<file path="config.mk">
export PLATFORM = sky130hd
export DESIGN_NAME = mi3_queue
export DESIGN_NICKNAME = d
export VERILOG_FILES = /design/src/mi3_queue.sv
export SDC_FILE = /design/constraint.sdc
export NUM_CORES = 1
export LEC_CHECK = 0
export BUFFER_PORTS_ARGS = -buffer_cell sky130_fd_sc_hd__buf_2
export CORE_MARGIN = 1
export CORE_UTILIZATION = 56
export CTS_BUF_LIST = sky130_fd_sc_hd__clkbuf_2 sky130_fd_sc_hd__clkbuf_4 sky130_fd_sc_hd__clkbuf_8
export DETAILED_ROUTE_END_ITERATION = 10
export GPL_ROUTABILITY_DRIVEN = 0
export MAX_ROUTING_LAYER = met4
export PLACE_DENSITY_LB_ADDON = 0.12
export REMOVE_ABC_BUFFERS = 1
export SKIP_CTS_REPAIR_TIMING = 1
export SLEW_MARGIN = 10
export SYNTH_ARGS = -nofsm -noshare
export SYNTH_HDL_FRONTEND = slang
export SYNTH_SLANG_ARGS = --single-unit
</file>
<file path="constraint.sdc">
create_clock -name clk_i -period 3.42 [get_ports clk_i]
set_clock_uncertainty 0.15 [all_clocks]
set_input_delay 0.513 -clock clk_i [delete_from_list [all_inputs] [get_ports clk_i]]
set_output_delay 0.513 -clock clk_i [all_outputs]
set_load 0.01 [all_outputs]
</file>
<file path="src/mi3_queue.sv">
module mi3_queue #(
  parameter int WIDTH = 8
) (
  input  logic             clk_i,
  input  logic             rst_ni,
  input  logic             push_i,
  input  logic [WIDTH-1:0] data_i,
  output logic             full_o,
  output logic             valid_o,
  input  logic             pop_i,
  output logic [WIDTH-1:0] data_o
);

  logic [WIDTH-1:0] mem_q [2];
  logic             wp_q, rp_q;
  logic [1:0]       cnt_q;

  always_ff @(posedge clk_i or negedge rst_ni) begin
    if (!rst_ni) begin
      wp_q  <= 1'b0;
      rp_q  <= 1'b0;
      cnt_q <= 2'd0;
    end else begin
      if (push_i) begin
        wp_q <= ~wp_q;
      end
      if (pop_i) begin
        rp_q <= ~rp_q;
      end
      cnt_q <= cnt_q + 2'(push_i) - 2'(pop_i);
    end
  end

  always_ff @(posedge clk_i) begin
    if (push_i) begin
      mem_q[wp_q] <= data_i;
    end
  end

  assign full_o  = cnt_q[1];
  assign valid_o = cnt_q != 2'd0;
  assign data_o  = mem_q[rp_q];

endmodule

</file>
# Yosys cells after proc, flatten, opt, wreduce, memory -nomap -nowiden
# Memory sizes are Yosys's and may differ from the RTL's.
# Index checks and enable logic that the tools add are counted.
dict set report totals {
  ff_bits 4
  ramBits 16
  inputBits 12
  out_inout_bits 10
  word_cells 11
  mem_count 1
}
# name depth width rd rd_ports_with_merged_regs write_ports line
set memory_table {}
lappend memory_table {mem_q 2 8 1 0 1 14} ;# logic [WIDTH-1:0] mem_q [2];
dict set report op_classes {
  add_sub_neg 2
  n_mux 2
  bitwise 2
  n_reduce_logical 1
}
# cell n
set ops {}
lappend ops {{$add A2 B1 Y2} 1}
lappend ops {{$mux W1} 2}
lappend ops {{$not A1 Y1} 2}
lappend ops {{$reduce_bool A2 Y1} 1}
lappend ops {{$sub A2 B1 Y2} 1}

# Logic depth before layout (Yosys ltp)
dict set report depth {
  word_depth 2
  ltp_mapped 5
  ltp_nobuf 5
}

# Worst setup path before layout
# OpenSTA, ideal clock, no wires.
dict set report synth_path {
  path_type {reg-to-output}
  startpoint {register rp_q}
  endpoint {output port data_o[0]}
  arrival_time_ns 0.804
  required_time_ns 2.757
  slack_ns 1.953
  path_stages_with_launch 3
  path_buffers 1
  cell_sequence {dfrtp_1 > buf_6 > mux2_4}
}
dict set report synth_via {
  elab_chain_cells 1
}
# element line
set synth_rtl {}
lappend synth_rtl {{start, declared} 15} ;# logic wp_q, rp_q;
lappend synth_rtl {{start signal, assigned} 28} ;# rp_q <= ~rp_q;
lappend synth_rtl {{$mem_v2 Z2 W8} --}
lappend synth_rtl {{end, declared} 11} ;# output logic [WIDTH-1:0] data_o
# No other way between the ends.

# Final worst setup path
dict set report layout_path {
  startpoint {register rp_q}
  endpoint {output port data_o[3]}
}
# The elaborated chain is that of the path after synthesis.

==> metrics.md <==
| Metric | Value |
|---|---|
| First-pass GRT wire length | 1.573 mm |
| Yosys warning total | 0 |
| Vias | between 400 and 500 |
| Critical Path RT | around 2.8 ns |
| Final Hold Fails | 0 |
| Die area | approximately 0.0016 mm² |
| CP startpoint kind | flip-flop |
| Post-DP HPWL | 872.4 µm |
| Cells after Synth | 39 |
| Critical path's slowest cell | dfrtp_1 |
| P&R area growth vs syn | 18.97% |
| H-tree depth | 1 |
| CTS Sinks | 20 |
| Die width | between 30 and 40 µm |
| Yosys top cell by area | edfxtp_1 |
| Peak supply drop | 0.4539 mV |
| Inserted Clock Buffers | 3 |
| Remaining Overflow, GRT | 0 |
| Max Transition Viols Final | 0 |
| MaxCap Viol Count | 0 |
| Power Total | about 740 µW |
| Hold crit path type | primary input to flip-flop |
| Flops & latches, synth | 20 |
| Initial antenna violation count | 0 |
| Worst path max stage delay | approximately 0.7 ns |
| Port Buffers | 21 |
| Outcome | finished, final reports clean |
| Clock latency on the worst-skew pair | around 0.30 ns |
| RSZ-0062 raised after global routing | no |
| Diode count | 0 |
| FP Rows | 13 |
| Synth Area per Inst | ~21 µm² |
| Register area share after synthesis | approximately 72% |
| Post-DRT Antenna Nets | 0 |
| Synth top area share | between 50% and 60% |
| Fillers | around 90 |
| Starting Density | around three fifths |
| Setup CP Type | flip-flop to primary output |
| Cell leakage power | around 0.00042 µW |
| Worst-path clk slew | roughly 0.11 ns |
| Fin nets | 79 |
| 1st-iter DRT viols | 6 |
| Drt pass-1 iters | 4 |
| Synth area leaders | edfxtp_1 60%, mux2_4 15%, dfrtp_1 12%, ha_1 3.1%, xor3_1 3.0% |
| Slew HR | between 50% and 60% |
| Mapped Area | 804.5 µm² |
| Core area | ~0.0013 mm² |
| WL/cell | about 15 µm |
| Clock Path Buffers | 2 |
| Drt total wl | approximately 1.2 mm |
| Largest net degree at the start of global routing | 12 |
| Power Dens Cells | ~780 mW/mm² |
| Commonest non-fill, non-tap cell in the layout | buf_2 |
| Sequence of cells on the critical path | mux2_4 > buf_2 |
| Fmax | about 470 MHz |
| Cell variety after synth | 11 |
| Crit path capture type | primary output |
| Critical Path AT | ~1.5 ns |
| Pre-CTS WS | roughly 1.6 ns |
| Worst-Margin Slew | just under 0.7 ns |
| Most frequent cells in the layout | 21 x buf_2, 16 x edfxtp_1, 8 x mux2_4 |
| Setup_tns | 0 ns |
| Post-route DRC | 0 |
| Via-to-Cell Ratio | around 5 |
| Setup-failing EPs final | 0 |
| Tcrit/Tclk final | slightly above 60% |
| TritonCTS clock tree | done |
| CP Max Fanout | 9 |
| Minimum clock period after layout | 2.116 ns |
| Worst setup margin | between 1 and 1.5 ns |
| Root buffer cell | clkbuf_4 |
| Vias in the first global route | around 360 |
| I/O Pins | 22 |
| Total global-route track usage | approximately 17% |
| Share of cells above drive strength 1 | between 50% and 60% |
| Die height | 39.91 µm |
## cell type report
cell class / count / area (µm²) / area share [%]
flip-flops and latches: 20 / 580.6 / 60.65
repair buffers: 22 / 115.1 / 12.03
multi-input cells: 16 / 205.2 / 21.44
clock buffers: 4 / 30.03 / 3.137
well taps: 15 / 18.77 / 1.961
inverters: 2 / 7.507 / 0.7843
## Yosys cell counts
library cell,n
and2_1,1
dfrtp_1,4
buf_6,1
inv_1,2
or2_2,1
edfxtp_1,16
ha_1,2
mux2_4,8
xor3_1,1
nor2b_1,1
xor2_1,2
## flip-flops by register name, indices dropped and copies added, names as in the netlist
register  cells
rp_q          1
wp_q          1
cnt_q         2
mem_q        16
## critical path: cells and delay by family (launching register included)
kind / cells / cell delay (ns)
buf+inv: 1 / 0.14
mux: 1 / 0.34
flops: 1 / 0.68
## routing by layer
layer / track usage, % / vias to the layer above / wire, µm
li1: - / 193 / -
met1: 18.99 / 197 / 402
met2: 29.03 / 13 / 721
met3: 5.114 / 0 / 40
met4: 7.759 / 0 / 0
met5: - / - / 0
## cells by family after synthesis
logic type / share of synthesized area (%)
DFF: 72.16
and+or+nand+nor: 2.334
buffers and inverters: 2.333
adders and majority gates: 3.110
muxes: 14.93
xor gates and xnor gates: 5.132
## worst paths after layout
kind	to	from	slack (ns)	cells after the start
setup / recovery	data_o[3]	rp_q$_DFFE_PN0P_	1.30	2
hold / removal	mem_q[1][0]$_DFFE_PP_	data_i[0]	0.25	1
setup reg to reg	mem_q[0][1]$_DFFE_PP_	wp_q$_DFFE_PN0P_	1.92	1
hold reg to reg	wp_q$_DFFE_PN0P_	wp_q$_DFFE_PN0P_	0.35	1
max in group asynchronous	rp_q$_DFFE_PN0P_	rst_ni	2.60	2
min in group asynchronous	wp_q$_DFFE_PN0P_	rst_ni	0.39	2
## report_power, final
group	internal, µW	switching [µW]	leakage [µW]
sequential	331	51.6	0.000197
combinational	146	94.0	0.000209
clock	53.3	66.8	0.0000184
total	531	212	0.000424
## stage by stage
stage | std cells | hold WS (ns) | cell area, µm² | utilization (%)
floorplan | 38 | 0.06741 | 793.3 | -
global placement | 74 | 0.1736 | 917.1 | 69.61
detailed placement | 74 | 0.1739 | 917.1 | 69.61
CTS | 78 | -0.1625 | 947.2 | 71.89
global route | 79 | 0.2344 | 957.2 | 72.65
finish | 79 | 0.2491 | 957.2 | 72.65
Note: power is estimated with default switching activity, not from simulation.
